`src/rtl/vsht_pkg.sv`:
```
`default_nettype none

package vsht_pkg;

    localparam int NSENS  = 4;
    localparam int IDX_W  = 2;
    localparam int CNT_W  = 3;
    localparam int TEMP_W = 14;
    localparam int LIM_W  = 12;
    localparam int HH_W   = 10;
    localparam int HEAT_W = 8;
    localparam int CFG_W  = 14;
    localparam int SUM_W  = 16;
    localparam int NT_W   = 17;
    localparam int NLIM_W = 14;
    localparam int DEV_W  = 18;
    localparam int DIFF_W = 15;
    localparam int ALU_W  = 19;

    localparam int IN_TDATA_W  = 56;
    localparam int OUT_TDATA_W = 24;

    localparam logic signed [TEMP_W-1:0] NONE_TEMP   = 14'sd8000;
    localparam logic [HEAT_W-1:0]        HEAT_FAULT  = 8'hFF;
    localparam logic signed [TEMP_W-1:0] TARGET_RST  = 14'sd0;
    localparam logic [LIM_W-1:0]         LIMIT_RST   = 12'd160;
    localparam logic [HH_W-1:0]          HH_RST      = 10'd24;
    localparam logic signed [TEMP_W-1:0] FAULT_RST   = 14'sd4000;

    localparam logic [1:0] REG_TARGET  = 2'd0;
    localparam logic [1:0] REG_LIMIT   = 2'd1;
    localparam logic [1:0] REG_HYST    = 2'd2;
    localparam logic [1:0] REG_FAULT   = 2'd3;

    typedef enum logic {
        ALU_ADD,
        ALU_SUB
    } alu_op_t;

    typedef struct packed {
        alu_op_t                  op;
        logic signed [ALU_W-1:0]  a;
        logic signed [ALU_W-1:0]  b;
    } alu_req_t;

    typedef struct packed {
        logic signed [ALU_W-1:0]  res;
        logic                     lt;
    } alu_rsp_t;

endpackage

`default_nettype wire

```
`src/rtl/vsht_alu.sv`:
```
`default_nettype none

module vsht_alu
    import vsht_pkg::*;
(
    input  var alu_req_t req,
    output alu_rsp_t     rsp
);

    logic signed [ALU_W:0] a_x;
    logic signed [ALU_W:0] b_x;
    logic signed [ALU_W:0] r_x;

    always_comb
    begin
        a_x = (ALU_W+1)'(req.a);
        b_x = (ALU_W+1)'(req.b);
        unique case (req.op)
            ALU_SUB: r_x = a_x - b_x;
            default: r_x = a_x + b_x;
        endcase
        rsp.res = r_x[ALU_W-1:0];
        // sign of the extended difference gives a < b
        rsp.lt  = r_x[ALU_W];
    end

endmodule

`default_nettype wire

```
`src/rtl/voted_sensor_hysteresis_thermostat.sv`:
```
// sequencing: each request runs up to four voting passes over the enabled sensors, then
// the minimum, fault and band tests; a pass that rejects every sensor, or an empty enable
// mask, skips the minimum search; a new request is taken only after the last result is
// loaded, as the one shared adder/comparator steps through sum, deviation, minimum, fault
// and band tests; a result still held at the final step stalls the sequencer until taken
// reset: asynchronous, clears the sequencer and heater state, loads register defaults
`default_nettype none

module voted_sensor_hysteresis_thermostat
    import vsht_pkg::*;
(
    input  wire                    clk,
    input  wire                    rst_n,
    input  wire                    cfg_wr_en,
    input  wire  [1:0]             cfg_index,
    input  wire  [CFG_W-1:0]       cfg_data,
    input  wire                    s_tvalid,
    output logic                   s_tready,
    input  wire  [IN_TDATA_W-1:0]  s_tdata,   // sensor_temp_0, sensor_temp_1, sensor_temp_2, sensor_temp_3
    input  wire  [NSENS-1:0]       s_tuser,   // sensor_enable_mask
    output logic                   m_tvalid,
    input  wire                    m_tready,
    output logic [OUT_TDATA_W-1:0] m_tdata,   // heater_state, fused_temp, zero pad
    output logic                   m_tuser    // no_valid_sensor
);

    typedef enum logic [3:0] {
        ST_IDLE,
        ST_SUM,
        ST_DEV,
        ST_CMP,
        ST_MIN,
        ST_FAULT,
        ST_DIFF,
        ST_LOW,
        ST_HIGH,
        ST_FIN
    } state_t;

    state_t                    state_reg;
    logic [IDX_W-1:0]          idx_reg;
    logic [NSENS-1:0]          valid_reg;
    logic [NSENS-1:0]          keep_reg;
    logic                      changed_reg;
    logic                      first_reg;
    logic                      fault_hit_reg;
    logic                      low_hit_reg;
    logic                      high_hit_reg;
    logic [HEAT_W-1:0]         heat_state_reg;
    logic                      m_tvalid_reg;
    logic signed [TEMP_W-1:0]  out_fused_reg;
    logic                      out_none_reg;

    logic signed [TEMP_W-1:0]  target_reg;
    logic [LIM_W-1:0]          limit_reg;
    logic [HH_W-1:0]           hh_reg;
    logic signed [TEMP_W-1:0]  fault_lim_reg;

    logic signed [TEMP_W-1:0]  t_reg [NSENS];
    logic signed [SUM_W-1:0]   sum_reg;
    logic signed [DEV_W-1:0]   d_reg;
    logic signed [TEMP_W-1:0]  fused_reg;
    logic signed [DIFF_W-1:0]  e_reg;

    logic [CNT_W-1:0]          n_act;
    logic signed [TEMP_W-1:0]  t_sel;
    logic signed [NT_W-1:0]    t_ext;
    logic signed [NT_W-1:0]    nt;
    logic [NLIM_W-1:0]         lim_ext;
    logic [NLIM_W-1:0]         nlim;
    logic signed [DEV_W-1:0]   abs_d;
    logic signed [HH_W:0]      hh_neg;
    logic                      reject;
    logic [NSENS-1:0]          keep_now;
    logic                      changed_now;
    logic                      out_free;
    logic                      out_load;
    logic [HEAT_W-1:0]         heat_next;
    logic                      last_idx;

    alu_req_t alu_req;
    alu_rsp_t alu_rsp;

    vsht_alu u_alu (
        .req (alu_req),
        .rsp (alu_rsp)
    );

    always_comb
    begin
        n_act    = CNT_W'($countones(valid_reg));
        t_sel    = t_reg[idx_reg];
        t_ext    = NT_W'(t_sel);
        lim_ext  = NLIM_W'(limit_reg);
        unique case (n_act)
            3'd0:    nt = '0;
            3'd1:    nt = t_ext;
            3'd2:    nt = t_ext <<< 1;
            3'd3:    nt = t_ext + (t_ext <<< 1);
            default: nt = t_ext <<< 2;
        endcase
        unique case (n_act)
            3'd0:    nlim = '0;
            3'd1:    nlim = lim_ext;
            3'd2:    nlim = lim_ext << 1;
            3'd3:    nlim = lim_ext + (lim_ext << 1);
            default: nlim = lim_ext << 2;
        endcase
        abs_d  = d_reg[DEV_W-1] ? -d_reg : d_reg;
        hh_neg = -$signed({1'b0, hh_reg});
        last_idx = (idx_reg == IDX_W'(NSENS - 1));
    end

    // operand selection for the shared unit
    always_comb
    begin
        alu_req.op = ALU_SUB;
        alu_req.a  = '0;
        alu_req.b  = '0;
        unique case (state_reg)
            ST_SUM:
            begin
                alu_req.op = ALU_ADD;
                alu_req.a  = ALU_W'(sum_reg);
                alu_req.b  = valid_reg[idx_reg] ? ALU_W'(t_sel) : '0;
            end
            ST_DEV:
            begin
                alu_req.a = ALU_W'(sum_reg);
                alu_req.b = ALU_W'(nt);
            end
            ST_CMP:
            begin
                alu_req.a = $signed(ALU_W'(nlim));
                alu_req.b = ALU_W'(abs_d);
            end
            ST_MIN:
            begin
                alu_req.a = ALU_W'(t_sel);
                alu_req.b = ALU_W'(fused_reg);
            end
            ST_FAULT:
            begin
                alu_req.a = ALU_W'(fused_reg);
                alu_req.b = ALU_W'(fault_lim_reg);
            end
            ST_DIFF:
            begin
                alu_req.a = ALU_W'(fused_reg);
                alu_req.b = ALU_W'(target_reg);
            end
            ST_LOW:
            begin
                alu_req.a = ALU_W'(e_reg);
                alu_req.b = ALU_W'(hh_neg);
            end
            ST_HIGH:
            begin
                alu_req.a = $signed(ALU_W'(hh_reg));
                alu_req.b = ALU_W'(e_reg);
            end
            default:
            begin
                alu_req.op = ALU_ADD;
            end
        endcase
    end

    always_comb
    begin
        reject      = (state_reg == ST_CMP) && valid_reg[idx_reg] && alu_rsp.lt;
        keep_now    = keep_reg & ~(NSENS'(reject) << idx_reg);
        changed_now = changed_reg | reject;
        out_free    = !m_tvalid_reg || m_tready;
        out_load    = (state_reg == ST_FIN) && out_free;
        priority if (fault_hit_reg)
            heat_next = HEAT_FAULT;
        else if (low_hit_reg)
            heat_next = heat_state_reg | HEAT_W'(1);
        else if (high_hit_reg)
            heat_next = heat_state_reg & ~HEAT_W'(1);
        else
            heat_next = heat_state_reg;
    end

    always_ff @(posedge clk or negedge rst_n)
    begin
        if (!rst_n)
        begin
            state_reg      <= ST_IDLE;
            idx_reg        <= '0;
            valid_reg      <= '0;
            keep_reg       <= '0;
            changed_reg    <= 1'b0;
            first_reg      <= 1'b0;
            fault_hit_reg  <= 1'b0;
            low_hit_reg    <= 1'b0;
            high_hit_reg   <= 1'b0;
            heat_state_reg <= '0;
            m_tvalid_reg   <= 1'b0;
            out_fused_reg  <= '0;
            out_none_reg   <= 1'b0;
            target_reg     <= TARGET_RST;
            limit_reg      <= LIMIT_RST;
            hh_reg         <= HH_RST;
            fault_lim_reg  <= FAULT_RST;
            for (int i = 0; i < NSENS; i++)
            begin
                t_reg[i] <= '0;
            end
            sum_reg        <= '0;
            d_reg          <= '0;
            fused_reg      <= '0;
            e_reg          <= '0;
        end
        else
        begin
            if (cfg_wr_en)
            begin
                unique case (cfg_index)
                    REG_TARGET: target_reg    <= $signed(cfg_data);
                    REG_LIMIT:  limit_reg     <= cfg_data[LIM_W-1:0];
                    REG_HYST:   hh_reg        <= cfg_data[HH_W-1:0];
                    REG_FAULT:  fault_lim_reg <= $signed(cfg_data);
                    default:    ;
                endcase
            end

            if (m_tvalid_reg && m_tready && !out_load)
            begin
                m_tvalid_reg <= 1'b0;
            end

            unique case (state_reg)
                ST_IDLE:
                begin
                    if (s_tvalid)
                    begin
                        for (int i = 0; i < NSENS; i++)
                        begin
                            t_reg[i] <= s_tdata[i*TEMP_W +: TEMP_W];
                        end
                        valid_reg   <= s_tuser;
                        keep_reg    <= s_tuser;
                        changed_reg <= 1'b0;
                        first_reg   <= 1'b1;
                        sum_reg     <= '0;
                        fused_reg   <= NONE_TEMP;
                        idx_reg     <= '0;
                        state_reg   <= (s_tuser == '0) ? ST_FAULT : ST_SUM;
                    end
                end
                ST_SUM:
                begin
                    sum_reg <= alu_rsp.res[SUM_W-1:0];
                    idx_reg <= idx_reg + 1'b1;
                    if (last_idx)
                    begin
                        state_reg <= ST_DEV;
                    end
                end
                ST_DEV:
                begin
                    d_reg     <= alu_rsp.res[DEV_W-1:0];
                    state_reg <= ST_CMP;
                end
                ST_CMP:
                begin
                    keep_reg    <= keep_now;
                    changed_reg <= changed_now;
                    idx_reg     <= idx_reg + 1'b1;
                    if (last_idx)
                    begin
                        valid_reg <= keep_now;
                        if (keep_now == '0)
                        begin
                            state_reg <= ST_FAULT;
                        end
                        else if (changed_now)
                        begin
                            // another pass over the survivors
                            sum_reg     <= '0;
                            changed_reg <= 1'b0;
                            state_reg   <= ST_SUM;
                        end
                        else
                        begin
                            state_reg <= ST_MIN;
                        end
                    end
                    else
                    begin
                        state_reg <= ST_DEV;
                    end
                end
                ST_MIN:
                begin
                    if (valid_reg[idx_reg] && (first_reg || alu_rsp.lt))
                    begin
                        fused_reg <= t_sel;
                        first_reg <= 1'b0;
                    end
                    idx_reg <= idx_reg + 1'b1;
                    if (last_idx)
                    begin
                        state_reg <= ST_FAULT;
                    end
                end
                ST_FAULT:
                begin
                    fault_hit_reg <= !alu_rsp.lt;
                    state_reg     <= ST_DIFF;
                end
                ST_DIFF:
                begin
                    e_reg     <= alu_rsp.res[DIFF_W-1:0];
                    state_reg <= ST_LOW;
                end
                ST_LOW:
                begin
                    low_hit_reg <= alu_rsp.lt;
                    state_reg   <= ST_HIGH;
                end
                ST_HIGH:
                begin
                    high_hit_reg <= alu_rsp.lt;
                    state_reg    <= ST_FIN;
                end
                ST_FIN:
                begin
                    if (out_free)
                    begin
                        heat_state_reg <= heat_next;
                        out_fused_reg  <= fused_reg;
                        out_none_reg   <= (valid_reg == '0);
                        m_tvalid_reg   <= 1'b1;
                        state_reg      <= ST_IDLE;
                    end
                end
                default:
                begin
                    state_reg <= ST_IDLE;
                end
            endcase
        end
    end

    assign s_tready = (state_reg == ST_IDLE);
    assign m_tvalid = m_tvalid_reg;
    assign m_tdata  = {2'b00, out_fused_reg, heat_state_reg};
    assign m_tuser  = out_none_reg;

    // one request at a time
    a_single_request: assert property (@(posedge clk) disable iff (!rst_n)
        s_tvalid && s_tready |=> !s_tready)
        else $error("request taken while sequencer busy");

    // surviving sensors always stay within the valid mask
    a_keep_subset: assert property (@(posedge clk) disable iff (!rst_n)
        (keep_reg & ~valid_reg) == '0)
        else $error("keep mask outside valid mask");

    a_fault_out: assert property (@(posedge clk) disable iff (!rst_n)
        out_load && fault_hit_reg |=> m_tdata[HEAT_W-1:0] == HEAT_FAULT)
        else $error("fault not reported");

    a_none_out: assert property (@(posedge clk) disable iff (!rst_n)
        out_load && valid_reg == '0 |=> m_tuser && m_tdata[HEAT_W +: TEMP_W] == NONE_TEMP)
        else $error("empty survivor set not reported");

endmodule

`default_nettype wire

```
`config.mk`:
```
export PLATFORM = sky130hd
export DESIGN_NAME = voted_sensor_hysteresis_thermostat
export DESIGN_NICKNAME = d
export VERILOG_FILES = /design/src/rtl/vsht_pkg.sv /design/src/rtl/vsht_alu.sv /design/src/rtl/voted_sensor_hysteresis_thermostat.sv
export SDC_FILE = /design/constraint.sdc
export NUM_CORES = 1
export LEC_CHECK = 0
export ABC_AREA = 1
export BUFFER_PORTS_ARGS = -buffer_cell sky130_fd_sc_hd__buf_2
export CAP_MARGIN = 20
export CORE_UTILIZATION = 47
export CTS_BUF_LIST = sky130_fd_sc_hd__clkbuf_16
export CTS_CLUSTER_SIZE = 14
export DETAILED_ROUTE_END_ITERATION = 10
export GPL_ROUTABILITY_DRIVEN = 0
export GPL_TIMING_DRIVEN = 0
export MAX_ROUTING_LAYER = met4
export PLACE_DENSITY_LB_ADDON = 0.25
export SKIP_LAST_GASP = 1
export SLEW_MARGIN = 40
export SYNTH_ARGS = -nofsm -noshare
export SYNTH_HDL_FRONTEND = slang
export SYNTH_SLANG_ARGS = --single-unit
```
`constraint.sdc`:
```
create_clock -name clk -period 7.5 [get_ports clk]
set_input_delay 0.375 -clock clk [delete_from_list [all_inputs] [get_ports clk]]
set_output_delay 0.375 -clock clk [all_outputs]
set_load 0.01 [all_outputs]
```
==> parameters.txt <==
Parameter                              Value

Outcome
  Outcome    completed

STA
  Sum of negative setup slack    0 ns
  Final number of hold-violating endpoints    0
  Clock Skews    0.0239 ns
  Relative slew margins    about 52%
  Actual slew at the worst max-slew pin    0.709 ns
  Setup Viol. Count Final    0
  Unrepaired setup endpoints after global routing    no
  Count of final max-slew check failures    0
  Maximum operating frequency    0.147 GHz
  Period minus WS final    between 6 and 7 ns
  Period utilisation layout    90.5%

Hold path
  Worst min path class    input pin to flop
  Depth of the worst hold-timing path    2
  Hold path start    m_tready
  Worst-case hold path end point    m_tvalid

Final layout
  Total area of sequential cells    0.00517 mm^2
  Post-layout net count    about 2,300
  Total area of multi-input combinational cells    roughly 0.0076 mm^2
  Count of inserted antenna diode cells    0
  Share of cells above drive strength 1    13.9%
  Number of inserted filler cells in the final layout    2,845
  Flip-flop count of the largest register after layout    56
  Layout Area Growth over Synthesis    14.3%

Critical path
  Worst Reg2Reg Path Length in Cells    45
  Flop2flop setup slack    0.71 ns
  Crit path max-delay cell type    sky130_fd_sc_hd__dfrtp_1
  Critical Path Sink Type    flop
  Setup Crit Path Kind    flop to flop
  Reg-to-Reg End    fused_reg[4]
  Critical path fanouts, max    10
  FF-to-FF Start    idx_reg[0]
  Largest stage delay, worst path    0.39 ns
  Dominant cell type by count on the critical path    sky130_fd_sc_hd__nand2_1
  Data required, critical path    7.94 ns
  Crit path arrival time    7.23 ns
  CP Launch Type    flop

Synth
  Post-synthesis cell count    2,000
  Netlist cell types    53
  Warnings, synthesis    0
  Sequential cell area fraction in the yosys report    37.2%
  List of most frequent post-synthesis cells    719 x sky130_fd_sc_hd__nand2_1, 196 x sky130_fd_sc_hd__dfrtp_1, 174 x sky130_fd_sc_hd__inv_1, 155 x sky130_fd_sc_hd__o21ai_0, 148 x sky130_fd_sc_hd__nor2_1
  Top cell type by total area after synthesis    sky130_fd_sc_hd__dfrtp_1
  Top cell type's share of synthesized area    35.3%
  Number of flops mapped to enable cells by yosys    0
  Most frequently used cell type in the post-synthesis netlist    sky130_fd_sc_hd__nand2_1
  Synthesis-stage register bit count    206
  Cells taking the most area after synthesis    sky130_fd_sc_hd__dfrtp_1 35%, sky130_fd_sc_hd__nand2_1 19%, sky130_fd_sc_hd__o21ai_0 5.6%
  Post-synthesis instance area    0.0139 mm^2
  Dominant synthesized flop cell    sky130_fd_sc_hd__dfrtp_1
  Async S/R FF share, synth    100%
  Post-synthesis average cell area    6.95 um^2

Global routing
  Largest net degree at the start of global routing    63
  Global routing usage on met2    49.5%
  Met3 usage in global routing    5.60%
  Antenna violations before repair    0
  Aggregate global-route resource usage    between 30% and 40%
  Most used routing layer in global routing    met2
  Vias in the first global route    13,400
  Leftover overflow at the end of global routing    0
  Global-route wire length before repair    72,600 um
  Fraction of met1 tracks used by global routing    39.7%

Floorplanning
  Initial Util    48.1%
  Std cell rows    between 60 and 70
  Floorplan die width    about 170 um
  Die Y-Extent    174 um
  Die Area    0.0303 mm^2
  Top-Level Pins    108
  Core outline area    0.0289 mm^2

Clocking
  Clock transition at the registers of the reported paths    0.06 ns
  Num CTS Buffers    25
  Sink count of the clock tree    206
  CTS Buffer Depth    3
  Total number of H-tree levels    1
  Worst skew pair latency    0.56 ns
  Clock tree from TritonCTS    done
  CTS Root Cell    sky130_fd_sc_hd__clkbuf_16

Drt
  Post-route ant nets    0
  Post-detailed-route via-to-cell ratio    5.55
  Via count    14,100
  DRT Pass-1 Iters    6
  DR WL/cell    18.0 um
  1st-iter DRT viols    1,434
  DRC viols    0
  Final wirelength    45,800 um

Placed design
  Final HPWL from detailed placement    36,200 um
  Number of port buffers    105

Job
  Maxcap violations    0
logic make-up after synthesis:
| kind of cell | Yosys count | share of synthesized area, % |
|---|---|---|
| compound gates | 321 | 13.1 |
| xor+xnor | 29 | 1.83 |
| fa+ha+maj | 55 | 5.17 |
| buf+inv | 270 | 8.33 |
| flops | 206 | 37.2 |
| other cells | 1 | 0.0270 |
| simple gates | 1118 | 34.4 |
stage by stage:
stage               cell area (um^2)  worst slack [ns]  utilization (%)  instances  hold WS [ns]
finish                         15900             0.713             55.0       2540        0.0166
CTS                            15900             0.634             54.9       2540       0.00823
global placement               14900             0.710             51.6       2490         0.454
detailed placement             15000             0.641             52.0       2493         0.331
floorplan                      13900              1.86                -       2001        0.0794
global route                   15900            0.0210             55.0       2540        0.0175
cells in the final DEF (no fill, tap or decap), types with 6 or more instances in the layout:
| cell type | count |
|---|---|
| sky130_fd_sc_hd__nand2_1 | 719 |
| sky130_fd_sc_hd__dfrtp_1 | 196 |
| sky130_fd_sc_hd__inv_1 | 180 |
| sky130_fd_sc_hd__o21ai_0 | 155 |
| sky130_fd_sc_hd__nor2_1 | 147 |
| sky130_fd_sc_hd__nand3_1 | 135 |
| sky130_fd_sc_hd__buf_2 | 118 |
| sky130_fd_sc_hd__a21oi_1 | 76 |
| sky130_fd_sc_hd__ha_1 | 51 |
| sky130_fd_sc_hd__clkbuf_1 | 38 |
| sky130_fd_sc_hd__nand2_2 | 37 |
| sky130_fd_sc_hd__clkbuf_16 | 25 |
| sky130_fd_sc_hd__nand4_1 | 18 |
| sky130_fd_sc_hd__xor2_1 | 18 |
| sky130_fd_sc_hd__nor2_2 | 14 |
| sky130_fd_sc_hd__a221oi_1 | 14 |
| sky130_fd_sc_hd__o21ai_1 | 14 |
| sky130_fd_sc_hd__inv_2 | 13 |
| sky130_fd_sc_hd__buf_4 | 12 |
| sky130_fd_sc_hd__xnor2_1 | 11 |
| sky130_fd_sc_hd__nor2_4 | 10 |
| sky130_fd_sc_hd__o221ai_1 | 10 |
| sky130_fd_sc_hd__o22ai_1 | 10 |
| sky130_fd_sc_hd__dfstp_2 | 10 |
| sky130_fd_sc_hd__a22oi_1 | 9 |
| sky130_fd_sc_hd__or2_2 | 9 |
| sky130_fd_sc_hd__nand3_2 | 8 |
| sky130_fd_sc_hd__buf_6 | 7 |
| sky130_fd_sc_hd__o211ai_1 | 7 |
| sky130_fd_sc_hd__o21bai_1 | 6 |
worst max-delay path, delay by kind of cell (launching register included):
kind | cells | cell delay [ns]
compound gates | 3 | 0.33
xor+xnor | 1 | 0.16
fa+ha+maj | 3 | 0.93
buf+inv | 12 | 1.31
flops | 1 | 0.39
simple gates | 26 | 3.57
worst max path at each step:
stage | from | to | slack (ns) | depth (start not counted)
2_1_floorplan | idx_reg[0] | sum_reg[5] | 1.86 | 46
3_3_place_gp | idx_reg[0] | fused_reg[4] | 0.71 | 45
3_5_place_dp | idx_reg[0] | fused_reg[4] | 0.64 | 45
4_1_cts | idx_reg[0] | sum_reg[5] | 0.63 | 46
5_1_grt | idx_reg[0] | sum_reg[5] | 0.02 | 46
6_report | idx_reg[0] | fused_reg[4] | 0.71 | 45
layer usage:
metal | vias up | part of all wire, % | wire [um]
li1 | 6750 | - | -
met1 | 6505 | 41 | 18600
met2 | 701 | 45 | 20600
met3 | 137 | 9.1 | 4160
met4 | 0 | 5.4 | 2460
met5 | - | 0 | 0
what timing repair did:
action                                  CTS  global route
hold endpoints to repair                 50             0
hold buffers                              1             0
gates resized for setup                   0             4
endpoints found under the setup margin    0            25
setup buffers                             0             0
cell type report:
| cell class | instances | share of cell area (%) |
|---|---|---|
| multi-input combinational | 1525 | 47.8 |
| sequential | 206 | 32.5 |
| inverter | 194 | 4.66 |
| timing repair buffer | 109 | 3.96 |
| clock buffer | 25 | 3.94 |
| tap | 384 | 3.03 |
| buffer | 76 | 2.65 |
| clock inverter | 21 | 1.39 |
Power is left out: the tool's default activity adds up to more than one toggle a clock period on the data nets, which glitch-free logic cannot reach.
